--- src/hdl/whp_pkg.sv ---
// Shared types and constants for the wave header probe.
`timescale 1ns / 1ps
package whp_pkg;

  localparam int unsigned MaxBufferBytes = 65536;

  localparam logic [31:0] TAG_RIFF = 32'h4646_4952;
  localparam logic [31:0] TAG_WAVE = 32'h4556_4157;
  localparam logic [31:0] TAG_FMT  = 32'h2074_6D66;
  localparam logic [31:0] TAG_DATA = 32'h6174_6164;
  localparam logic [31:0] FMT_BODY_MIN = 32'd16;
  localparam logic [31:0] RATE_RESET = 32'd16000;

  // Parse phases
  localparam logic [2:0] PH_RIFF  = 3'd0;
  localparam logic [2:0] PH_CHUNK = 3'd1;
  localparam logic [2:0] PH_FMT   = 3'd2;
  localparam logic [2:0] PH_SKIP  = 3'd3;
  localparam logic [2:0] PH_STOP  = 3'd4;

  // Verdict codes
  localparam logic [3:0] ST_OK       = 4'd0;
  localparam logic [3:0] ST_NOT_RIFF = 4'd1;
  localparam logic [3:0] ST_FMT_TRUNC = 4'd2;
  localparam logic [3:0] ST_NO_FMT   = 4'd3;
  localparam logic [3:0] ST_NOT_PCM  = 4'd4;
  localparam logic [3:0] ST_NOT_16   = 4'd5;
  localparam logic [3:0] ST_NOT_MONO = 4'd6;
  localparam logic [3:0] ST_BAD_RATE = 4'd7;
  localparam logic [3:0] ST_NO_DATA  = 4'd8;

  // Commands from controller to datapath
  typedef struct packed {
    logic take;      // parse the input item
    logic finish;    // latch verdict, start division
    logic div_step;  // high in the divide state; not used by the datapath
    logic clear;     // clear parse state
  } whp_cmd_t;

  // Status from datapath to controller
  typedef struct packed {
    logic div_done;
  } whp_sts_t;

endpackage

--- src/hdl/whp_ctrl.sv ---
// Controller: sequences byte intake, verdict division and result hand-off.
`timescale 1ns / 1ps
module whp_ctrl (
  input  logic             clk,
  input  logic             rst_n,
  input  logic             in_tvalid,
  input  logic             in_last,
  output logic             in_tready,
  output logic             out_tvalid,
  input  logic             out_tready,
  output whp_pkg::whp_cmd_t cmd,
  input  whp_pkg::whp_sts_t sts
);

  localparam logic [1:0] S_TAKE = 2'd0;
  localparam logic [1:0] S_DIV  = 2'd1;
  localparam logic [1:0] S_OUT  = 2'd2;

  logic [1:0] state_r, state_nxt;
  logic       acc;

  assign in_tready  = (state_r == S_TAKE);
  assign out_tvalid = (state_r == S_OUT);
  assign acc        = in_tvalid && in_tready;

  // Drive datapath commands
  always_comb begin
    cmd.take     = acc;
    cmd.finish   = acc && in_last;
    cmd.div_step = (state_r == S_DIV);
    cmd.clear    = 1'b0;
  end

  // Advance the state
  always_comb begin
    state_nxt = state_r;
    case (state_r)
      S_TAKE: if (acc && in_last) state_nxt = S_DIV;
      S_DIV: if (sts.div_done) state_nxt = S_OUT;
      S_OUT: if (out_tready) state_nxt = S_TAKE;
      default: state_nxt = S_TAKE;
    endcase
  end

  always_ff @(posedge clk) begin
    if (!rst_n) begin
      state_r <= S_TAKE;
    end else begin
      state_r <= state_nxt;
    end
  end

`ifndef SYNTH
  a_no_take_while_out: assert property (@(posedge clk) disable iff (!rst_n)
    out_tvalid |-> !in_tready) else $error("input taken while result pending");
  a_out_holds: assert property (@(posedge clk) disable iff (!rst_n)
    out_tvalid && !out_tready |=> out_tvalid) else $error("result dropped");
  a_last_to_div: assert property (@(posedge clk) disable iff (!rst_n)
    cmd.finish |=> state_r == S_DIV) else $error("finish without divide");
`endif

endmodule

--- src/hdl/whp_datapath.sv ---
// Datapath: header parse registers, verdict logic and restoring divider.
`timescale 1ns / 1ps
module whp_datapath #(
  parameter int unsigned MAX_BUFFER_BYTES = whp_pkg::MaxBufferBytes,
  localparam int unsigned PW = $clog2(MAX_BUFFER_BYTES + 1)
) (
  input  logic              clk,
  input  logic              rst_n,
  input  whp_pkg::whp_cmd_t cmd,
  output whp_pkg::whp_sts_t sts,
  input  logic [7:0]        header_byte,
  input  logic              cfg_valid,
  input  logic [31:0]       cfg_data,
  output logic [3:0]        status,
  output logic [15:0]       format_tag,
  output logic [31:0]       file_rate,
  output logic [15:0]       channel_count,
  output logic [15:0]       sample_bits,
  output logic [PW-1:0]     body_start,
  output logic [31:0]       body_len,
  output logic [31:0]       play_ms,
  output logic              past_buffer,
  output logic [PW-1:0]     bytes_after_data
);

  localparam logic [PW-1:0] MAXB = PW'(MAX_BUFFER_BYTES);

  logic [31:0]   rate_r;
  logic [PW-1:0] pos_r;
  logic [2:0]    ph_r;
  logic [63:0]   sh_r;
  logic [32:0]   rem_r;
  logic [4:0]    idx_r;
  logic [15:0]   fmt_r, ch_r, bits_r;
  logic [31:0]   srate_r;
  logic          f_fmt_r, f_data_r, f_bad_r, f_badfmt_r;
  logic [PW-1:0] doff_r;
  logic [31:0]   dsize_r;
  logic          div_clear_r;

  // Parse step combinational values
  logic [63:0] sh_new;
  logic [31:0] top, tag, csize;
  logic        live;
  logic [3:0]  fi;

  assign sh_new = {header_byte, sh_r[63:8]};
  assign top    = sh_new[63:32];
  assign tag    = sh_new[31:0];
  assign csize  = sh_new[63:32];
  assign live   = pos_r < MAXB;
  assign fi     = idx_r[3:0];

  // Configuration register
  always_ff @(posedge clk) begin
    if (!rst_n) begin
      rate_r <= whp_pkg::RATE_RESET;
    end else if (cfg_valid) begin
      rate_r <= cfg_data;
    end
  end

  // Parse header bytes
  always_ff @(posedge clk) begin
    if (!rst_n || cmd.clear || div_clear_r) begin
      pos_r <= '0; ph_r <= whp_pkg::PH_RIFF; sh_r <= '0; rem_r <= '0; idx_r <= '0;
      fmt_r <= '0; ch_r <= '0; srate_r <= '0; bits_r <= '0;
      f_fmt_r <= 1'b0; f_data_r <= 1'b0; f_bad_r <= 1'b0; f_badfmt_r <= 1'b0;
      doff_r <= '0; dsize_r <= '0;
    end else if (cmd.take && live) begin
      pos_r <= pos_r + PW'(1);
      sh_r  <= sh_new;
      case (ph_r)
        whp_pkg::PH_RIFF: begin
          if (pos_r == PW'(3) && top != whp_pkg::TAG_RIFF) f_bad_r <= 1'b1;
          if (pos_r == PW'(11)) begin
            idx_r <= '0;
            if (f_bad_r || top != whp_pkg::TAG_WAVE) begin
              f_bad_r <= 1'b1;
              ph_r <= whp_pkg::PH_STOP;
            end else begin
              ph_r <= whp_pkg::PH_CHUNK;
            end
          end
        end
        whp_pkg::PH_CHUNK: begin
          if (idx_r >= 5'd7) begin
            rem_r <= {1'b0, csize} + {32'd0, csize[0]};
            idx_r <= '0;
            if (tag == whp_pkg::TAG_FMT) begin
              if (csize < whp_pkg::FMT_BODY_MIN) begin
                f_badfmt_r <= 1'b1;
                ph_r <= whp_pkg::PH_STOP;
              end else begin
                ph_r <= whp_pkg::PH_FMT;
              end
            end else if (tag == whp_pkg::TAG_DATA) begin
              doff_r <= pos_r + PW'(1);
              dsize_r <= csize;
              f_data_r <= 1'b1;
              ph_r <= whp_pkg::PH_STOP;
            end else begin
              ph_r <= ((({1'b0, csize} + {32'd0, csize[0]}) != 33'd0) ?
                       whp_pkg::PH_SKIP : whp_pkg::PH_CHUNK);
            end
          end else begin
            idx_r <= idx_r + 5'd1;
          end
        end
        whp_pkg::PH_FMT: begin
          case (fi)
            4'd0: fmt_r[7:0] <= header_byte;
            4'd1: fmt_r[15:8] <= header_byte;
            4'd2: ch_r[7:0] <= header_byte;
            4'd3: ch_r[15:8] <= header_byte;
            4'd4: srate_r[7:0] <= header_byte;
            4'd5: srate_r[15:8] <= header_byte;
            4'd6: srate_r[23:16] <= header_byte;
            4'd7: srate_r[31:24] <= header_byte;
            4'd14: bits_r[7:0] <= header_byte;
            4'd15: bits_r[15:8] <= header_byte;
            default: ;
          endcase
          rem_r <= rem_r - 33'd1;
          if (idx_r >= 5'd15) begin
            f_fmt_r <= 1'b1;
            idx_r <= '0;
            ph_r <= (rem_r != 33'd1) ? whp_pkg::PH_SKIP : whp_pkg::PH_CHUNK;
          end else begin
            idx_r <= idx_r + 5'd1;
          end
        end
        whp_pkg::PH_SKIP: begin
          rem_r <= rem_r - 33'd1;
          if (rem_r == 33'd1) begin
            idx_r <= '0;
            ph_r <= whp_pkg::PH_CHUNK;
          end
        end
        default: ;
      endcase
    end
  end

  // Verdict on the final byte, with the length and phase after that byte
  logic [2:0]    ph_f;
  logic          bad_f, badfmt_f, fmtok_f;
  logic [PW-1:0] len_f;
  logic [3:0]    st_c;

  // Final byte only updates flags that matter through registered state;
  // the verdict is evaluated in the cycle after the last item, from registers.
  assign ph_f = ph_r; assign bad_f = f_bad_r; assign badfmt_f = f_badfmt_r;
  assign fmtok_f = f_fmt_r; assign len_f = pos_r;

  always_comb begin
    if (ph_f == whp_pkg::PH_RIFF || bad_f) st_c = whp_pkg::ST_NOT_RIFF;
    else if (badfmt_f || ph_f == whp_pkg::PH_FMT) st_c = whp_pkg::ST_FMT_TRUNC;
    else if (!fmtok_f) st_c = whp_pkg::ST_NO_FMT;
    else if (fmt_r != 16'd1) st_c = whp_pkg::ST_NOT_PCM;
    else if (bits_r != 16'd16) st_c = whp_pkg::ST_NOT_16;
    else if (ch_r != 16'd1) st_c = whp_pkg::ST_NOT_MONO;
    else if (srate_r != rate_r) st_c = whp_pkg::ST_BAD_RATE;
    else if (!f_data_r) st_c = whp_pkg::ST_NO_DATA;
    else st_c = whp_pkg::ST_OK;
  end

  // Restoring divider: dsize*1000 / (2*rate), one quotient bit per cycle
  logic          pend_r;     // verdict to be latched next cycle
  logic          dbusy_r;
  logic [5:0]    dcnt_r;
  logic [41:0]   dnum_r;
  logic [33:0]   dden_r;
  logic [34:0]   drem_r;
  logic [41:0]   dq_r;
  logic [34:0]   dtrial;
  logic [41:0]   prod;
  logic          ok_r;

  assign prod   = 42'(dsize_r) * 42'd1000;
  assign dtrial = {drem_r[33:0], dnum_r[41]} - {1'b0, dden_r};
  assign sts.div_done = ok_r ? (!pend_r && !dbusy_r) : !pend_r;

  always_ff @(posedge clk) begin
    if (!rst_n) begin
      pend_r <= 1'b0; dbusy_r <= 1'b0; div_clear_r <= 1'b0;
    end else begin
      pend_r <= cmd.finish;
      div_clear_r <= pend_r;
      if (pend_r) begin
        dbusy_r <= (st_c == whp_pkg::ST_OK) && (rate_r != 32'd0);
      end else if (dbusy_r && dcnt_r == 6'd41) begin
        dbusy_r <= 1'b0;
      end
    end
  end

  // Latch results and run the divider
  always_ff @(posedge clk) begin
    if (pend_r) begin
      ok_r  <= (st_c == whp_pkg::ST_OK);
      status <= st_c;
      format_tag <= (st_c == whp_pkg::ST_OK || st_c == whp_pkg::ST_NOT_PCM) ? fmt_r : '0;
      file_rate <= (st_c == whp_pkg::ST_OK || st_c == whp_pkg::ST_BAD_RATE) ? srate_r : '0;
      channel_count <= (st_c == whp_pkg::ST_OK) ? ch_r : '0;
      sample_bits <= (st_c == whp_pkg::ST_OK) ? bits_r : '0;
      body_start <= (st_c == whp_pkg::ST_OK) ? doff_r : '0;
      body_len <= (st_c == whp_pkg::ST_OK) ? dsize_r : '0;
      bytes_after_data <= (st_c == whp_pkg::ST_OK) ? (len_f - doff_r) : '0;
      past_buffer <= (st_c == whp_pkg::ST_OK) &&
                     ({1'b0, dsize_r} > 33'(len_f - doff_r));
      play_ms <= (st_c == whp_pkg::ST_OK && rate_r == 32'd0) ? 32'hFFFF_FFFF : '0;
      dnum_r <= prod;
      dden_r <= {1'b0, rate_r, 1'b0};
      drem_r <= '0;
      dq_r   <= '0;
      dcnt_r <= '0;
    end else if (dbusy_r) begin
      dcnt_r <= dcnt_r + 6'd1;
      dnum_r <= {dnum_r[40:0], 1'b0};
      if (!dtrial[34]) begin
        drem_r <= dtrial;
        dq_r <= {dq_r[40:0], 1'b1};
      end else begin
        drem_r <= {drem_r[33:0], dnum_r[41]};
        dq_r <= {dq_r[40:0], 1'b0};
      end
      if (dcnt_r == 6'd41)
        play_ms <= (!dtrial[34]) ? {dq_r[30:0], 1'b1} : {dq_r[30:0], 1'b0};
    end
  end

`ifndef SYNTH
  a_pos_bound: assert property (@(posedge clk) disable iff (!rst_n)
    pos_r <= MAXB) else $error("byte position past buffer limit");
  a_clear_after_pend: assert property (@(posedge clk) disable iff (!rst_n)
    pend_r |=> div_clear_r) else $error("parse state not cleared");
  a_div_only_ok: assert property (@(posedge clk) disable iff (!rst_n)
    dbusy_r && !pend_r |-> ok_r) else $error("divider ran on failure");
`endif

endmodule

--- src/hdl/wav_header_probe.sv ---
// Top level of the wave header probe.
`timescale 1ns / 1ps
// Usage:
// Feed header bytes on the in_ stream, one item per byte, with in_tlast on
// the final byte of the buffer. Bytes are taken back to back while in_tready
// is high. After the final byte the block latches the verdict, then, on a
// successful header with a nonzero required rate, runs the duration
// division as a 42-step restoring divider, one quotient bit per cycle; on
// failure or a zero required rate no division runs. While the verdict is
// pending or waiting on out_tready, in_tready stays low; it rises the cycle
// after the result item is taken. Bytes past MAX_BUFFER_BYTES are accepted
// and ignored. The cfg_ channel writes the required sample rate; write it
// only while the block is idle. Reset (rst_n low, synchronous) clears all
// parse state and sets the required rate to 16000; no result is pending
// after it.
module wav_header_probe #(
  parameter int unsigned MAX_BUFFER_BYTES = whp_pkg::MaxBufferBytes,
  localparam int unsigned PW = $clog2(MAX_BUFFER_BYTES + 1)
) (
  input  logic           clk,
  input  logic           rst_n,
  input  logic           in_tvalid,
  output logic           in_tready,
  input  logic [7:0]     in_tdata,    // header_byte
  input  logic           in_tlast,    // last_byte
  input  logic           cfg_valid,
  output logic           cfg_ready,
  input  logic [31:0]    cfg_data,    // required_rate
  output logic           out_tvalid,
  input  logic           out_tready,
  // status, format_tag, file rate, channel_count, sample_bits, body start,
  // body length, play time in ms, past_buffer, bytes_after_data (low bit up)
  output logic [((4+16+32+16+16+PW+32+32+1+PW)+7)/8*8-1:0] out_tdata
);

  localparam int unsigned DW = 4 + 16 + 32 + 16 + 16 + PW + 32 + 32 + 1 + PW;
  localparam int unsigned TW = (DW + 7) / 8 * 8;

  whp_pkg::whp_cmd_t cmd;
  whp_pkg::whp_sts_t sts;
  logic [3:0]    status;
  logic [15:0]   format_tag, channel_count, sample_bits;
  logic [31:0]   file_rate, body_len, play_ms;
  logic [PW-1:0] body_start, bytes_after_data;
  logic          past_buffer;

  assign cfg_ready = 1'b1;

  whp_ctrl u_ctrl (
    .clk, .rst_n, .in_tvalid, .in_last(in_tlast), .in_tready,
    .out_tvalid, .out_tready, .cmd, .sts
  );

  whp_datapath #(.MAX_BUFFER_BYTES(MAX_BUFFER_BYTES)) u_dp (
    .clk, .rst_n, .cmd, .sts, .header_byte(in_tdata),
    .cfg_valid, .cfg_data,
    .status, .format_tag, .file_rate, .channel_count, .sample_bits,
    .body_start, .body_len, .play_ms, .past_buffer, .bytes_after_data
  );

  // Pack the result item
  assign out_tdata = TW'({bytes_after_data, past_buffer, play_ms, body_len,
                          body_start, sample_bits, channel_count, file_rate,
                          format_tag, status});

endmodule
--- config.mk ---
export PLATFORM = sky130hd
export DESIGN_NAME = wav_header_probe
export DESIGN_NICKNAME = d
export VERILOG_FILES = /design/src/hdl/whp_pkg.sv /design/src/hdl/whp_ctrl.sv /design/src/hdl/whp_datapath.sv /design/src/hdl/wav_header_probe.sv
export SDC_FILE = /design/constraint.sdc
export NUM_CORES = 2
export LEC_CHECK = 0
export ABC_CLOCK_PERIOD_IN_PS = 8000
export CAP_MARGIN = 40
export CORE_AREA = 2 2 390 199
export DETAILED_ROUTE_END_ITERATION = 12
export DIE_AREA = 0 0 392 201
export DONT_BUFFER_PORTS = 1
export REMOVE_ABC_BUFFERS = 1
export SETUP_SLACK_MARGIN = 0.1
export SYNTH_ARGS = -nofsm -noshare
export SYNTH_HDL_FRONTEND = slang
export SYNTH_SLANG_ARGS = --single-unit
--- constraint.sdc ---
create_clock -name clk -period 8 [get_ports clk]
set_input_delay 0.4 -clock clk [delete_from_list [all_inputs] [get_ports clk]]
set_output_delay 0.4 -clock clk [all_outputs]
set_load 0.005 [all_outputs]
==> impl_metrics.json <==
{
  "status": "finished clean",
  "ctsHoldBuffers": 80,
  "p_int_mw": 5.02,
  "min_from": "in_tvalid",
  "path_cells": "inv_1 -> fa_1 -> fa_1 -> fa_1 -> fa_1 -> inv_1 -> ha_1 -> a21o_1 -> o21bai_1 -> a21oi_1 -> o21ai_0 -> a41o_1 -> a211oi_2 -> o21ai_1 -> o31ai_1 -> xnor2_1 -> mux2_2",
  "finalHoldViolCount": 0,
  "synth_cell_types": 86,
  "clock-sinks": 610,
  "dieArea_um2": 78800,
  "pwr-share-comb": 0.052,
  "ios": 233,
  "yosysSeqAreaShare": 0.440,
  "endpoint_kind": "flop",
  "share_seq_of_total_power": 0.509,
  "cts_made_buffers": 58,
  "ys.flop_type": "dfxtp_1",
  "insertion_delay_ns": 0.64,
  "grt_first_pass_wirelength_um": 140000,
  "routed-via-count": 25000,
  "finalPower_mw": 6.55,
  "nFillCells": 7075,
  "row_count": 72,
  "required_ns": 8.38,
  "cpMaxStageDelayCell": "fa_1",
  "cp.buffers_inverters": 2,
  "drive_gt1_frac": 0.0555,
  "io_buffers": 0,
  "regArea_um2": 14800,
  "path_clk_slew_ns": 0.07,
  "dieHeight_um": 201,
  "clk_path_buf_depth": 3,
  "hold_path.class": "input pin to flop",
  "p_leak_nw": 14.0,
  "fin_worst_skew_ns": 0.0239,
  "placed_cells": 4444,
  "syn-mean-instance-area_um2": 9.49,
  "relSlewSlack": 0.343,
  "worstSetupPathType": "flop to flop",
  "powerDensity_nw_per_um2": 175,
  "rr_worst_depth": 17,
  "fmax_ghz": 0.170,
  "r2r-end": "u_dp.dnum_r[38]",
  "core_region_area_um2": 75900,
  "wl_per_cell_um": 19.7,
  "hpwl_um": 63900,
  "n_antenna_cell": 0,
  "crit_family": "adder cells",
  "fin_crit_ns": 5.88,
  "grt_pass1_vias": 22400,
  "antenna_found_initial": 0,
  "critPathMostFrequentCell": "fa_1",
  "synthToLayoutAreaGrowth_pct": 11.7,
  "worstPathArrival_ns": 6.26,
  "drt-pass1-iter-count": 5,
  "met2_usage": 0.263,
  "path_max_fanout": 7,
  "worstReg2RegStart": "u_dp.dsize_r[11]",
  "utilization": 0.494,
  "viasPerCell": 5.40,
  "nets": 3901,
  "die_width_um": 392,
  "cts_htree_levels": 2,
  "p_switching_mw": 1.52,
  "setup_tns_ns": 0,
  "netlist_area_um2": 33600,
  "overflow": 0,
  "drc": 0,
  "wl_um": 91300,
  "cts_tree": "built",
  "place.gp.congestion": 0.906,
  "synthCells": 3537,
  "clockRootBuffer": "clkbuf_16",
  "cpPeakStageDelay_ns": 0.57,
  "swShare": 0.232,
  "ant_nets": 0,
  "pre_cts_slack_ns": 2.19,
  "met3_usage": 0.0801,
  "worst_slack_ns": 2.12,
  "ys_ff_latch": 610,
  "hold_depth": 3,
  "final-setup-viol-count": 0,
  "grt_max_degree": 174,
  "post-cts-setup-buffers": 0,
  "postSynth.asyncResetShare": 0,
  "period_share": 0.735,
  "clkPwrFrac": 0.439,
  "maxCapViolCount": 0,
  "synth-edff-count": 255,
  "initial_utilization": 0.443,
  "drt-initial-drc-count": 2723,
  "track_usage": 0.229,
  "gr-max-usage-layer": "met1",
  "post_cts_resized": 0,
  "min_to": "u_ctrl.state_r[0]",
  "slew_viol_final": 0,
  "worst-slew-pin-transition_ns": 0.979,
  "grt_setup_unrepaired": "false",
  "met1_usage": 0.391,
  "start_kind": "flop",
  "ys_warn_count": 0,
  "multi_input_area_um2": 17100,
  "reg2reg_slack_ns": 2.12,
  "final_cells": 4641,
  "ir_drop_mv": 0.176
}
==> metrics by stage <==
| stage | instance area (um^2) | hold slack, ns |
|---|---|---|
| global route | 37500 | 0.0268 |
| global placement | 34500 | 0.439 |
| floorplan | 32900 | 0.431 |
| CTS | 37400 | 0.00289 |
| finish | 37500 | 0.0567 |
| detailed placement | 34600 | 0.444 |
==> cell type report <==
class | instances | area share
multi-input combinational | 2479 | 0.457
tap | 1036 | 0.0346
sequential | 610 | 0.394
inverter | 283 | 0.0283
timing repair buffer | 124 | 0.0333
clock buffer | 87 | 0.0458
clock inverter | 22 | 0.00671
==> synth_stat cells (all sizes together) (38+ instances only) <==
cell,instances,share of area
xnor2,104,0.027
inv,283,0.032
nand4,50,0.0093
clkbuf,161,0.018
edfxtp,255,0.23
fa,120,0.072
a211oi,41,0.0093
dfxtp,355,0.21
ha,179,0.067
nor2b,81,0.015
nand2,425,0.048
nand3,115,0.017
a21o,40,0.0089
nor2,289,0.032
nor4,38,0.0077
xor2,69,0.018
a21oi,320,0.048
and3,38,0.0071
mux2i,96,0.029
o21ai,135,0.020
==> power by group through the flow <==
stage	logic (mW)	clock network, mW	registers, mW
finish	0.342	2.87	3.33
global route	0.372	3.07	3.33
CTS	0.327	2.95	3.33
detailed placement	0.268	0	3.40
global placement	0.265	0	3.40
floorplan	0.171	0	3.40
==> layout by cell type (no fill, tap or decap), types with 17 or more instances in the layout <==
cell type,n
a211oi_1,40
a21o_1,40
a21oi_1,320
a31oi_1,18
and2_1,23
and3_1,38
buf_4,28
clkbuf_16,61
conb_1,32
dfxtp_1,353
dlygate4sd3_1,79
edfxtp_1,255
fa_1,120
ha_1,179
inv_1,282
mux2_2,32
mux2i_1,96
nand2_1,425
nand3_1,114
nand4_1,50
nor2_1,287
nor2b_1,79
nor3_1,31
nor4_1,36
o211ai_1,17
o21ai_0,133
or3_1,19
xnor2_1,104
xor2_1,69
==> logic make-up after synthesis <==
family | count (synthesis) | synth area share
other | 2 | 0.000224
and+or+nand+nor | 1169 | 0.163
DFF | 610 | 0.440
buffers and inverters | 478 | 0.0547
muxes | 128 | 0.0394
xor gates and xnor gates | 173 | 0.0451
adders and majority gates | 299 | 0.138
AOI/OAI and AO/OA | 678 | 0.120
==> state kept, by name, summed over array words and instances, names as in the netlist, 17 cells and up <==
name	count
u_dp.body_len	32
u_dp.body_start	17
u_dp.bytes_after_data	17
u_dp.dden_r	32
u_dp.dnum_r	39
u_dp.doff_r	17
u_dp.dq_r	31
u_dp.drem_r	34
u_dp.dsize_r	32
u_dp.file_rate	32
u_dp.len_f	17
u_dp.play_ms	32
u_dp.rate_r	32
u_dp.rem_r	33
u_dp.sh_r	56
u_dp.srate_r	32
==> tightest hold or removal path, delay by kind of cell <==
| family | cells | cell delay [ns] |
|---|---|---|
| muxes | 1 | 0.05 |
| and+or+nand+nor | 2 | 0.20 |
==> routing by layer <==
| layer | routed length (um) | vias to the layer above | share of wire |
|---|---|---|---|
| met5 | 0 | - | 0 |
| met4 | 1120 | 0 | 0.012 |
| met3 | 9520 | 86 | 0.10 |
| met2 | 31700 | 821 | 0.35 |
| met1 | 48900 | 12000 | 0.54 |
| li1 | - | 12200 | - |
==> worst max path at each step <==
| stage | slack, ns | cells after the start | startpoint | end |
|---|---|---|---|---|
| floorplan | -2.21 | 2 | u_dp.pend_r | u_dp.play_ms[0] |
| global placement | 1.96 | 16 | u_dp.dsize_r[11] | u_dp.dnum_r[39] |
| detailed placement | 2.19 | 17 | u_dp.dsize_r[11] | u_dp.dnum_r[38] |
| CTS | 2.18 | 17 | u_dp.dsize_r[11] | u_dp.dnum_r[38] |
| global route | 1.79 | 17 | u_dp.dsize_r[11] | u_dp.dnum_r[41] |
| finish | 2.12 | 17 | u_dp.dsize_r[11] | u_dp.dnum_r[38] |
Note: power is estimated with default switching activity, not from simulation.
